**src/design/dwq_pkg.sv**
```systemverilog
`timescale 1ns / 1ps

package dwq_pkg;

  // Default sizing
  localparam int QUEUE_DEPTH_DEF   = 32;
  localparam int TASK_ID_WIDTH_DEF = 8;

  // Field widths fixed by the interface
  localparam int FUNC_W = 3;
  localparam int KIND_W = 3;
  localparam int TID_W  = 8;
  localparam int TIME_W = 32;

  // Request function codes
  localparam logic [FUNC_W-1:0] FUNC_TICK  = 3'd0;
  localparam logic [FUNC_W-1:0] FUNC_QUERY = 3'd1;
  localparam logic [FUNC_W-1:0] FUNC_REL   = 3'd2;
  localparam logic [FUNC_W-1:0] FUNC_ABS   = 3'd3;

  // Result kinds
  localparam logic [KIND_W-1:0] KIND_ACK     = 3'd0;
  localparam logic [KIND_W-1:0] KIND_TIME    = 3'd1;
  localparam logic [KIND_W-1:0] KIND_WAKE    = 3'd2;
  localparam logic [KIND_W-1:0] KIND_INVALID = 3'd3;
  localparam logic [KIND_W-1:0] KIND_FULL    = 3'd4;

  typedef struct packed {
    logic [FUNC_W-1:0] func;
    logic [TID_W-1:0]  task_id;
    logic [TIME_W-1:0] amount;
  } in_req_t;

  typedef struct packed {
    logic [KIND_W-1:0] kind;
    logic [TID_W-1:0]  task_id_res;
    logic [TIME_W-1:0] time_value;
    logic              last;
  } out_res_t;

  // Controller to datapath commands
  typedef struct packed {
    logic load;
    logic exec;
    logic ins_read;
    logic ins_shift;
    logic ins_place;
    logic rel_read;
    logic rel_pop;
    logic emit_more;
    logic emit_last;
  } dp_cmd_t;

  // Datapath to controller status
  typedef struct packed {
    logic is_insert;
    logic k_zero;
    logic shift_needed;
    logic count_zero;
    logic due;
  } dp_stat_t;

endpackage

```
**src/design/dwq_ctrl.sv**
```systemverilog
`timescale 1ns / 1ps

module dwq_ctrl (
  input  logic              clk,
  input  logic              rst_n,
  input  logic              start,
  output logic              busy,
  input  dwq_pkg::dp_stat_t stat,
  output dwq_pkg::dp_cmd_t  cmd
);

  localparam logic [2:0] S_IDLE    = 3'd0;
  localparam logic [2:0] S_EXEC    = 3'd1;
  localparam logic [2:0] S_INS_RD  = 3'd2;
  localparam logic [2:0] S_INS_CMP = 3'd3;
  localparam logic [2:0] S_REL_RD  = 3'd4;
  localparam logic [2:0] S_REL_CMP = 3'd5;

  logic [2:0] state_r, state_nxt;

  assign busy = (state_r != S_IDLE);

  // Next state and command decode
  always_comb begin
    state_nxt = state_r;
    cmd       = '0;
    case (state_r)
      S_IDLE: begin
        if (start) begin
          cmd.load  = 1'b1;
          state_nxt = S_EXEC;
        end
      end
      S_EXEC: begin
        cmd.exec  = 1'b1;
        state_nxt = stat.is_insert ? S_INS_RD : S_REL_RD;
      end
      S_INS_RD: begin
        if (stat.k_zero) begin
          cmd.ins_place = 1'b1;
          state_nxt     = S_REL_RD;
        end else begin
          cmd.ins_read = 1'b1;
          state_nxt    = S_INS_CMP;
        end
      end
      S_INS_CMP: begin
        if (stat.shift_needed) begin
          cmd.ins_shift = 1'b1;
          state_nxt     = S_INS_RD;
        end else begin
          cmd.ins_place = 1'b1;
          state_nxt     = S_REL_RD;
        end
      end
      S_REL_RD: begin
        if (stat.count_zero) begin
          cmd.emit_last = 1'b1;
          state_nxt     = S_IDLE;
        end else begin
          cmd.rel_read = 1'b1;
          state_nxt    = S_REL_CMP;
        end
      end
      S_REL_CMP: begin
        if (stat.due) begin
          cmd.emit_more = 1'b1;
          cmd.rel_pop   = 1'b1;
          state_nxt     = S_REL_RD;
        end else begin
          cmd.emit_last = 1'b1;
          state_nxt     = S_IDLE;
        end
      end
      default: begin
        state_nxt = S_IDLE;
      end
    endcase
  end

  always_ff @(posedge clk) begin
    if (!rst_n) begin
      state_r <= S_IDLE;
    end else begin
      state_r <= state_nxt;
    end
  end

endmodule

```
**src/design/dwq_datapath.sv**
```systemverilog
`timescale 1ns / 1ps

module dwq_datapath #(
  parameter int QUEUE_DEPTH   = dwq_pkg::QUEUE_DEPTH_DEF,
  parameter int TASK_ID_WIDTH = dwq_pkg::TASK_ID_WIDTH_DEF
) (
  input  logic              clk,
  input  logic              rst_n,
  input  dwq_pkg::in_req_t  in_req,
  input  dwq_pkg::dp_cmd_t  cmd,
  output dwq_pkg::dp_stat_t stat,
  output logic              out_strobe,
  output dwq_pkg::out_res_t out_res
);

  localparam int AW = (QUEUE_DEPTH > 1) ? $clog2(QUEUE_DEPTH) : 1;
  localparam int CW = $clog2(QUEUE_DEPTH + 1);
  localparam int SW = CW + 1;
  localparam int KW = (TASK_ID_WIDTH < dwq_pkg::TID_W) ? TASK_ID_WIDTH : dwq_pkg::TID_W;
  localparam int TW = dwq_pkg::TIME_W;

  // Latched request
  logic [dwq_pkg::FUNC_W-1:0] func_r;
  logic [KW-1:0]              tid_r;
  logic [TW-1:0]              amount_r;
  logic [TW-1:0]              dl_r;

  // Block state
  logic [TW-1:0] time_r;
  logic [AW-1:0] head_r;
  logic [CW-1:0] count_r;
  logic [CW-1:0] k_r;

  // Result held back until it is known whether more follow
  logic                       pend_valid_r;
  logic [dwq_pkg::KIND_W-1:0] pend_kind_r;
  logic [KW-1:0]              pend_tid_r;
  logic [TW-1:0]              pend_time_r;

  // Queue store, circular from head_r
  logic [TW-1:0] mem_dl  [QUEUE_DEPTH];
  logic [KW-1:0] mem_tid [QUEUE_DEPTH];
  logic [TW-1:0] rd_dl_r;
  logic [KW-1:0] rd_tid_r;
  logic [AW-1:0] rd_addr;
  logic [AW-1:0] wr_addr;

  logic          out_strobe_r;
  dwq_pkg::out_res_t out_res_r;

  // Offset from head, modulo depth; sum stays below twice the depth
  function automatic logic [AW-1:0] wrap_idx(input logic [AW-1:0] base,
                                             input logic [CW-1:0] off);
    logic [SW-1:0] sum;
    sum = SW'(base) + SW'(off);
    if (sum >= SW'(QUEUE_DEPTH)) begin
      sum = sum - SW'(QUEUE_DEPTH);
    end
    return sum[AW-1:0];
  endfunction

  assign wr_addr = wrap_idx(head_r, k_r);
  assign rd_addr = cmd.ins_read ? wrap_idx(head_r, k_r - CW'(1)) : head_r;

  // Status to controller
  always_comb begin
    stat.is_insert    = ((func_r == dwq_pkg::FUNC_REL) || (func_r == dwq_pkg::FUNC_ABS))
                        && (count_r != CW'(QUEUE_DEPTH));
    stat.k_zero       = (k_r == '0);
    stat.shift_needed = (rd_dl_r > dl_r);
    stat.count_zero   = (count_r == '0);
    stat.due          = (rd_dl_r <= time_r);
  end

  // Request latch; deadline is fixed at accept time
  always_ff @(posedge clk) begin
    if (cmd.load) begin
      func_r   <= in_req.func;
      tid_r    <= in_req.task_id[KW-1:0];
      amount_r <= in_req.amount;
      dl_r     <= (in_req.func == dwq_pkg::FUNC_REL) ? time_r + in_req.amount
                                                     : in_req.amount;
    end
  end

  // Queue memory: one write and one registered read per cycle
  always_ff @(posedge clk) begin
    if (cmd.ins_place) begin
      mem_dl[wr_addr]  <= dl_r;
      mem_tid[wr_addr] <= tid_r;
    end else if (cmd.ins_shift) begin
      mem_dl[wr_addr]  <= rd_dl_r;
      mem_tid[wr_addr] <= rd_tid_r;
    end
    if (cmd.ins_read || cmd.rel_read) begin
      rd_dl_r  <= mem_dl[rd_addr];
      rd_tid_r <= mem_tid[rd_addr];
    end
  end

  // Time, occupancy and insert cursor
  always_ff @(posedge clk) begin
    if (!rst_n) begin
      time_r  <= '0;
      head_r  <= '0;
      count_r <= '0;
      k_r     <= '0;
    end else begin
      if (cmd.exec) begin
        k_r <= count_r;
        if (func_r == dwq_pkg::FUNC_TICK) begin
          time_r <= time_r + amount_r;
        end
      end
      if (cmd.ins_shift) begin
        k_r <= k_r - CW'(1);
      end
      if (cmd.ins_place) begin
        count_r <= count_r + CW'(1);
      end
      if (cmd.rel_pop) begin
        count_r <= count_r - CW'(1);
        head_r  <= (head_r == AW'(QUEUE_DEPTH - 1)) ? '0 : head_r + AW'(1);
      end
    end
  end

  // Pending result
  always_ff @(posedge clk) begin
    if (!rst_n) begin
      pend_valid_r <= 1'b0;
    end else begin
      if (cmd.load || cmd.emit_last) begin
        pend_valid_r <= 1'b0;
      end
      if (cmd.exec && !stat.is_insert) begin
        pend_valid_r <= 1'b1;
      end
      if (cmd.rel_pop) begin
        pend_valid_r <= 1'b1;
      end
    end
  end

  always_ff @(posedge clk) begin
    if (cmd.exec) begin
      pend_tid_r <= tid_r;
      case (func_r)
        dwq_pkg::FUNC_TICK: begin
          pend_kind_r <= dwq_pkg::KIND_ACK;
          pend_time_r <= '0;
        end
        dwq_pkg::FUNC_QUERY: begin
          pend_kind_r <= dwq_pkg::KIND_TIME;
          pend_time_r <= time_r;
        end
        dwq_pkg::FUNC_REL, dwq_pkg::FUNC_ABS: begin
          pend_kind_r <= dwq_pkg::KIND_FULL;
          pend_time_r <= '0;
        end
        default: begin
          pend_kind_r <= dwq_pkg::KIND_INVALID;
          pend_time_r <= '0;
        end
      endcase
    end
    if (cmd.rel_pop) begin
      pend_kind_r <= dwq_pkg::KIND_WAKE;
      pend_tid_r  <= rd_tid_r;
      pend_time_r <= '0;
    end
  end

  // Output register: one-cycle strobe
  always_ff @(posedge clk) begin
    if (!rst_n) begin
      out_strobe_r <= 1'b0;
    end else begin
      out_strobe_r <= (cmd.emit_more || cmd.emit_last) && pend_valid_r;
    end
  end

  always_ff @(posedge clk) begin
    if (cmd.emit_more || cmd.emit_last) begin
      out_res_r.kind        <= pend_kind_r;
      out_res_r.task_id_res <= dwq_pkg::TID_W'(pend_tid_r);
      out_res_r.time_value  <= pend_time_r;
      out_res_r.last        <= cmd.emit_last;
    end
  end

  assign out_strobe = out_strobe_r;
  assign out_res    = out_res_r;

  // Checks
  a_count_bound: assert property (@(posedge clk) disable iff (!rst_n)
    count_r <= CW'(QUEUE_DEPTH))
    else $error("queue occupancy beyond depth");

  a_place_grows: assert property (@(posedge clk) disable iff (!rst_n)
    cmd.ins_place |=> count_r == $past(count_r) + CW'(1))
    else $error("insert did not grow the queue");

  a_pop_shrinks: assert property (@(posedge clk) disable iff (!rst_n)
    cmd.rel_pop |=> count_r == $past(count_r) - CW'(1))
    else $error("release did not shrink the queue");

  a_no_insert_full: assert property (@(posedge clk) disable iff (!rst_n)
    cmd.ins_place |-> count_r != CW'(QUEUE_DEPTH))
    else $error("insert into a full queue");

endmodule

```
**src/design/delayed_wakeup_queue.sv**
```systemverilog
`timescale 1ns / 1ps

// Delayed wakeup queue: tick clock with a sorted queue of sleeping tasks.
// Input: a request (in_req: func, task_id, amount) is taken at a rising edge
// with start high and busy low. busy stays high until every result of that
// request has been issued.
// Output: each result sits on out_res for one cycle, marked by out_strobe;
// the receiver cannot stall, so results are never held back. out_res.last
// flags the final result of a request; a delay that is queued and not yet
// due gives no result at all.
// Sequence: an accepted request passes the execute state, then the release
// scan, which reads the queue head and pops it while it is due; the scan ends
// once the queue is empty or its head is not yet due. A delay that is queued
// first walks the queue from its tail before the scan; each shift step reads
// then writes one queue entry, one place up, until the new entry is placed.
// out_strobe comes from an output register.
// Reset (synchronous, rst_n low) clears time, queue occupancy and the
// controller; queue contents are left as they are, only occupied entries are
// ever read, so no clearing pass is needed.
module delayed_wakeup_queue #(
  parameter int QUEUE_DEPTH   = dwq_pkg::QUEUE_DEPTH_DEF,
  parameter int TASK_ID_WIDTH = dwq_pkg::TASK_ID_WIDTH_DEF
) (
  input  logic              clk,
  input  logic              rst_n,
  input  logic              start,
  output logic              busy,
  input  dwq_pkg::in_req_t  in_req,
  output logic              out_strobe,
  output dwq_pkg::out_res_t out_res
);

  dwq_pkg::dp_cmd_t  cmd;
  dwq_pkg::dp_stat_t stat;

  dwq_ctrl u_ctrl (
    .clk   (clk),
    .rst_n (rst_n),
    .start (start),
    .busy  (busy),
    .stat  (stat),
    .cmd   (cmd)
  );

  dwq_datapath #(
    .QUEUE_DEPTH   (QUEUE_DEPTH),
    .TASK_ID_WIDTH (TASK_ID_WIDTH)
  ) u_datapath (
    .clk        (clk),
    .rst_n      (rst_n),
    .in_req     (in_req),
    .cmd        (cmd),
    .stat       (stat),
    .out_strobe (out_strobe),
    .out_res    (out_res)
  );

endmodule
```
**config.mk**
```make
export PLATFORM = sky130hd
export DESIGN_NAME = delayed_wakeup_queue
export DESIGN_NICKNAME = d
export VERILOG_FILES = /design/src/design/dwq_pkg.sv /design/src/design/dwq_ctrl.sv /design/src/design/dwq_datapath.sv /design/src/design/delayed_wakeup_queue.sv
export SDC_FILE = /design/constraint.sdc
export NUM_CORES = 2
export LEC_CHECK = 0
export ABC_AREA = 1
export BUFFER_PORTS_ARGS = -buffer_cell sky130_fd_sc_hd__buf_2
export CORE_MARGIN = 8
export CORE_UTILIZATION = 60
export CTS_CLUSTER_SIZE = 8
export DETAILED_ROUTE_END_ITERATION = 12
export GPL_ROUTABILITY_DRIVEN = 0
export PLACE_DENSITY = 0.76
export SLEW_MARGIN = 20
export SYNTH_ARGS = -nofsm -noshare
export SYNTH_HDL_FRONTEND = slang
export SYNTH_SLANG_ARGS = --single-unit
export TNS_END_PERCENT = 30
```
**constraint.sdc**
```tcl
create_clock -name clk -period 6.3 [get_ports clk]
set_clock_uncertainty 0.2 [all_clocks]
set_input_delay 0.63 -clock clk [delete_from_list [all_inputs] [get_ports clk]]
set_output_delay 0.63 -clock clk [all_outputs]
set_load 0.01 [all_outputs]
```
Yosys cells after proc, flatten, opt, wreduce, memory -nomap -nowiden. Memories as Yosys holds them, arrays and structs flattened. A register that Yosys moved wholly into a read port is not among the register bits. Cells that the tools add are included.

Bits in registers: 216. RAM bits: 1280. Input port bits: 46. Output and inout bits: 46. Word-level logic and storage cells: 114. Memories kept: 2.

Add/subtract/negate cells: 10. Magnitude comparators: 4. Eq/ne operators: 12. Mux-type cells: 47. Bitwise logic cells: 2. Reduce and logical (&&, ||, !) cells: 19.

Memory list: u_datapath.mem_dl (depth 32, bits a word 32, read ports 1, clocked after Yosys merged registers in 1, write ports 1, RTL line dwq_datapath.sv:41) `logic [TW-1:0] mem_dl [QUEUE_DEPTH];`; u_datapath.mem_tid (depth 32, bits a word 8, read ports 1, clocked after Yosys merged registers in 1, write ports 1, RTL line dwq_datapath.sv:42) `logic [KW-1:0] mem_tid [QUEUE_DEPTH];`.

Operator list (count): 2-to-1 mux 32 bit (3); adder 32 bit (2); > comparator 32 bit (1); <= comparator 32 bit (1); 2-to-1 mux 6 bit (4); 2-to-1 mux 8 bit (3); 2-to-1 mux 1 bit (21); 2-to-1 mux 5 bit (4); 2-to-1 mux 3 bit (6); case mux 3 bit (6 select lines) (1); equality test 3 x 2 -> 1 bit, second input constant (5); adder 5 x 6 -> 7 bit (2); >= comparator 7 x 6 -> 1 bit, second input constant (2); logical NOT 6 bit (2); subtractor 6 x 1 -> 6 bit, second input constant (2); subtractor 5 x 1 -> 5 bit, second input constant (2); case mux 3 bit (3 select lines) (1); adder 6 x 1 -> 6 bit, second input constant (1); equality test 3 x 1 -> 1 bit, second input constant (2); equality test 3 bit, second input constant (2); logical NOT 3 bit (2); inequality test 6 bit, second input constant (1); nonzero test 2 bit (3); nonzero test 3 bit (2); other kinds (11) (19).

Longest topological paths before layout.
Depth after elaboration: 7. Gate-level depth with buffers: 30. Mapped depth without buffers: 29.

By module. Synthesis repeated with hierarchy kept, for this count alone.

Cells, all modules: 6827. Area, all modules: 68923.6 sq um.

By module, submodules not included: dwq_datapath (instances 1, cells an instance 6784, area an instance 68678.4 sq um, seq. area each 45173.3 sq um); dwq_ctrl (instances 1, cells an instance 43, area an instance 245.2 sq um, seq. area each 60.1 sq um).

Worst setup path after synthesis. OpenSTA, ideal clock, no wires.

Path type: register -> register. Start: register u_datapath.rd_dl_r[15], read port of u_datapath.mem_dl. End: memory u_datapath.mem_dl[10][0] in the netlist's numbering (enable). Setup time: 0.438 ns. Data arrival time: 3.630 ns. Data required time: 5.662 ns. Setup slack: 2.032 ns. Stages on the path, launching flop included: 12. Path buffers: 0. Period minus slack after synthesis: 4.268 ns. Cell sequence: edfxtp_1 -> ha_1 -> nand2_1 -> nor4_1 -> nand2_1 -> nand2_1 -> nand2_1 -> nand2_1 -> nand3_1 -> nand3_1 -> nand3_1 -> nor2_1.

Longest elaborated chain between the ends: 7. Elaborated cells between the ends (all ways): 11. Those cells by class: order compare: 1; mux: 9; bitwise: 1.

Ends and longest elaborated chain: start: declaration (RTL line dwq_datapath.sv:43) `logic [TW-1:0] rd_dl_r;`; > comparator 32 bit * (RTL line dwq_datapath.sv:70) `stat.shift_needed = (rd_dl_r > dl_r);`; 2-to-1 mux 1 bit (RTL line dwq_ctrl.sv:48) `if (stat.shift_needed) begin`; 2-to-1 mux 1 bit (RTL line dwq_ctrl.sv:27) `case (state_r)`; 2-to-1 mux 1 bit (RTL line dwq_datapath.sv:91) `end else if (cmd.ins_shift) begin`; 2-to-1 mux 1 bit (RTL line dwq_datapath.sv:88) `if (cmd.ins_place) begin`; 2-to-1 mux 1 bit (implied by the code) (RTL line dwq_datapath.sv:92) `mem_dl[wr_addr] <= rd_dl_r;`; OR 1 bit (no source line) *; end: declaration (RTL line dwq_datapath.sv:41).

Every way passes the cells marked *; elsewhere a longest branch is shown, timed or not.

Worst setup path in the final report.
Start: register u_datapath.rd_dl_r[31], read port of u_datapath.mem_dl. End: memory u_datapath.mem_dl[8][25] in the netlist's numbering (enable).

The elaborated chain is that of the path after synthesis.

==> metrics.md <==
| Metric | Value |
|---|---|
| Met1 wire length | `68110 microns` |
| Clock latency on the worst-skew pair | `0.81 ns` |
| Yosys warning total | `0` |
| Most numerous cell types in the synthesized netlist | `sky130_fd_sc_hd__nand2_1, sky130_fd_sc_hd__edfxtp_1, sky130_fd_sc_hd__o21ai_0` |
| Total of hold buffers inserted after clock tree synthesis | `43` |
| Iteration count of the initial detailed-routing pass | `7` |
| Unique cell type count in the Yosys netlist | `44` |
| Startpoint-to-endpoint class of the critical path | `flop to flop` |
| Critical path launch point | `u_datapath.rd_dl_r[31]` |
| Core utilization of the finished layout | `67.86%` |
| Synthesized netlist cell count | `5944` |
| Sort of element at the end of the critical path | `flop` |
| PortBufs | `91` |
| Layout cell share with drive strength beyond 1 | `8.465%` |
| Routed wl met3 | `20580 microns` |
| Synth area leaders | `sky130_fd_sc_hd__edfxtp_1, sky130_fd_sc_hd__nand2_1, sky130_fd_sc_hd__o211ai_1` |
| Setup TNS Final | `0 ns` |
| Peak supply drop | `0.2929 mV` |
| Global-route usage over all layers | `28.86%` |
| TritonCTS sink count | `1536` |
| Worst endpoint data arrival time | `5.25 ns` |
| Final clock period utilization by the worst path | `79.40%` |
| Fraction of the yosys area taken by sequential cells | `68.19%` |
| Final wirelength | `179900 microns` |
| Total count of max-transition violations in the final report | `0` |
| R2R Setup Slk | `1.30 ns` |
| Vertical die dimension | `348.5 microns` |
| Prevailing post-synth register cell | `sky130_fd_sc_hd__edfxtp_1` |
| Share of Yosys cell area claimed by the top area cell type | `65.50%` |
| Final std cells w/o fill | `7632` |
| Residual DRC count | `0` |
| Post-Synthesis Mean Instance Area | `11.16 sq um` |
| Area leader, netlist | `sky130_fd_sc_hd__edfxtp_1` |
| Worst-Margin Slew | `1.119 ns` |
| Required time of the critical path | `6.54 ns` |
| Post-detailed-route via-to-cell ratio | `6.142` |
| Count of flip-flops with a built-in enable after synthesis | `1447` |
| TritonCTS Buffers | `209` |
| Shortest period the worst path allows | `5.002 ns` |
| Worst Reg2Reg Path Length in Cells | `13` |
| Core Rows | `122` |
| Relative max-transition margin | `25.38%` |
| Number of antenna violations at the first check in global routing | `4` |
| Pin count of the biggest net entering global routing | `200` |
| Remaining number of nets flagged by the antenna check after routing | `0` |
| Dominant cell by count in the synthesized netlist | `sky130_fd_sc_hd__nand2_1` |
| Total I/O pin count | `92` |
| CP max FO | `26` |
| Resize count post-CTS | `0` |
| TritonCTS clock tree | `built` |
| Number of max-cap violations | `0` |
| Async set-reset flop share out of synthesis | `0%` |
| Root buffer cell | `sky130_fd_sc_hd__clkbuf_16` |
| Number of flip-flops and latches in the synthesized netlist | `1536` |
| Clock buffer depth | `3` |
| Area after DPL | `0.06870 sq mm` |
| Clock slew seen by the registers of the worst setup and hold paths | `0.05 ns` |
| RR Endpoint | `u_datapath.mem_dl[8][25]` |
| Met2 wire length | `83260 microns` |
| Area of all placed cells without fillers | `0.07479 sq mm` |
| Cell total after placement | `7327` |
| Layout overhead on the synthesized area | `12.75%` |
| P per Cell Area | `304.5 mW/mm^2` |
| H-tree depth | `4` |
| Type of the tightest min-delay check | `input port to flop` |
| Synthesized cell area | `0.06634 sq mm` |
| Unrepaired setup endpoints after global routing | `no` |
| Net count of the mapped netlist | `6137` |
| Fmax achieved | `199.9 MHz` |
| WL/cell | `23.58 microns` |
| Fill cell instance count of the final layout | `7601` |
| Highest routed metal layer | `met4` |
| Leakage | `0.02805 uW` |
| Initial detailed-routing violation count | `6521` |
| Global route overflow | `0` |
| Total setup violations reported at the end of the flow | `0` |
| Final count of hold timing violations | `0` |
| Die boundary width | `348.5 microns` |
| Startpoint of the worst register-to-register path | `u_datapath.rd_dl_r[31]` |
| Number of vias in the routed layout | `46880` |
| Number of global-route vias before repair | `44940` |
| Total number of nets in the final design | `6286` |
| Worst hold slack | `0.08343 ns` |
| Post-DP HPWL | `97150 microns` |
| Crit path launch type | `flop` |
| First-pass GRT wire length | `268500 microns` |
| Total setup buffers inserted after CTS | `0` |
| Floorplan core area | `0.1102 sq mm` |
| Outcome | `complete, no violations` |
| Initial Utilization | `60.19%` |
| Worst setup endpoint | `u_datapath.mem_dl[8][25]` |
| Area of the die | `0.1215 sq mm` |
cells by family (layout without fill, tap and decap cells):
| family | Yosys count | after routing | share of synthesized area [%] |
|---|---|---|---|
| simple gates | 2625 | 2625 | 15.48 |
| flops | 1536 | 1536 | 68.19 |
| compound gates | 1045 | 1045 | 9.314 |
| buf+inv | 542 | 741 | 3.544 |
| fa+ha+maj | 147 | 147 | 2.829 |
| xor+xnor | 49 | 49 | 0.6469 |
| other cells | 0 | 1 | 0 |
state kept, by name, summed over array words and instances (netlist names):
name	flops
u_datapath.mem_dl	1024
u_datapath.mem_tid	256
u_datapath.out_res	44
u_datapath.amount_r	32
u_datapath.dl_r	32
u_datapath.pend_time_r	32
u_datapath.rd_dl_r	32
u_datapath.time_r	32
u_datapath.pend_tid_r	8
u_datapath.rd_tid_r	8
u_datapath.tid_r	8
u_datapath.count_r	6
u_datapath.k_r	6
u_datapath.head_r	5
u_ctrl.state_r	3
u_datapath.func_r	3
u_datapath.pend_kind_r	3
u_datapath.out_strobe	1
u_datapath.pend_valid_r	1
area by class of cell:
cell class                 count  area (sq um)  share of cell area, %
timing repair buffer         244          1937                  2.590
tap                         1488          1862                  2.489
clock buffer                 247          5394                  7.212
clock inverter                14         240.2                 0.3212
antenna                        1         2.502               0.003346
sequential                  1536         45230                  60.48
multi-input combinational   3866         19210                  25.69
inverter                     236         909.6                  1.216
cells in the final DEF (no fill, tap or decap), types with 10 or more instances in the layout:
cell type,Yosys,final
sky130_fd_sc_hd__buf_2,145,91
sky130_fd_sc_hd__dlygate4sd3_1,0,43
sky130_fd_sc_hd__xnor2_1,20,20
sky130_fd_sc_hd__clkbuf_1,125,37
sky130_fd_sc_hd__o21ai_2,2,22
sky130_fd_sc_hd__clkbuf_16,0,210
sky130_fd_sc_hd__o211ai_1,327,327
sky130_fd_sc_hd__dfxtp_1,89,89
sky130_fd_sc_hd__or2_2,12,12
sky130_fd_sc_hd__a21oi_1,160,160
sky130_fd_sc_hd__xor2_1,29,28
sky130_fd_sc_hd__ha_1,142,142
sky130_fd_sc_hd__edfxtp_1,1447,1447
sky130_fd_sc_hd__nand4_1,14,14
sky130_fd_sc_hd__nor3_1,24,23
sky130_fd_sc_hd__buf_12,0,18
sky130_fd_sc_hd__nor2_4,0,32
sky130_fd_sc_hd__nand3_1,211,211
sky130_fd_sc_hd__inv_1,231,225
sky130_fd_sc_hd__o21ai_0,468,428
sky130_fd_sc_hd__o21ai_1,40,50
sky130_fd_sc_hd__buf_4,28,92
sky130_fd_sc_hd__o21ai_4,1,11
sky130_fd_sc_hd__nand2_1,1891,1889
sky130_fd_sc_hd__nor2_1,459,427
sky130_fd_sc_hd__a31oi_1,10,10
layer usage:
layer / global-route usage (%) / up-vias
li1: - / 21050
met3: 5.654 / 491
met5: 0 / -
met4: 13.00 / 0
met2: 45.82 / 3045
met1: 38.86 / 22290
critical path, cell delays in order (launching register included):
cell	delay [ns]
sky130_fd_sc_hd__edfxtp_1	0.42
sky130_fd_sc_hd__ha_1	0.34
sky130_fd_sc_hd__nand2_1	0.08
sky130_fd_sc_hd__nor2_1	0.15
sky130_fd_sc_hd__nand2_1	0.13
sky130_fd_sc_hd__nor4_1	0.72
sky130_fd_sc_hd__nand2_1	0.11
sky130_fd_sc_hd__nand2_1	0.12
sky130_fd_sc_hd__nand3_1	0.07
sky130_fd_sc_hd__buf_4	0.25
sky130_fd_sc_hd__nand3_1	0.24
sky130_fd_sc_hd__nand2_1	0.52
sky130_fd_sc_hd__nor2_4	0.78
sky130_fd_sc_hd__buf_4	0.48
stage by stage:
stage	total power (uW)	setup slack, ns
global placement	12920	1.331
global route	23350	1.012
CTS	22790	1.249
finish	22770	1.298
detailed placement	12960	1.364
floorplan	12480	2.032
power by group:
| part | internal [uW] | switching, uW |
|---|---|---|
| logic | 334 | 956 |
| clock network | 5920 | 4020 |
| registers | 11500 | 55.6 |
| total | 17700 | 5030 |
how the worst min path moves through the flow:
| stage | start | to | slack, ns | cells past startpoint |
|---|---|---|---|---|
| 3_5_place_dp | u_datapath.pend_tid_r[5] | u_datapath.out_res[38] | 0.20 | 0 |
| 5_1_grt | start | u_datapath.pend_valid_r | 0.06 | 4 |
| 2_1_floorplan | u_datapath.pend_tid_r[0] | u_datapath.out_res[33] | 0.20 | 0 |
| 4_1_cts | start | u_datapath.pend_valid_r | 0.03 | 4 |
| 6_report | start | u_datapath.pend_valid_r | 0.08 | 4 |
| 3_3_place_gp | u_datapath.pend_tid_r[2] | u_datapath.out_res[35] | 0.20 | 0 |
No activity file was read; power rests on OpenSTA's default activity.
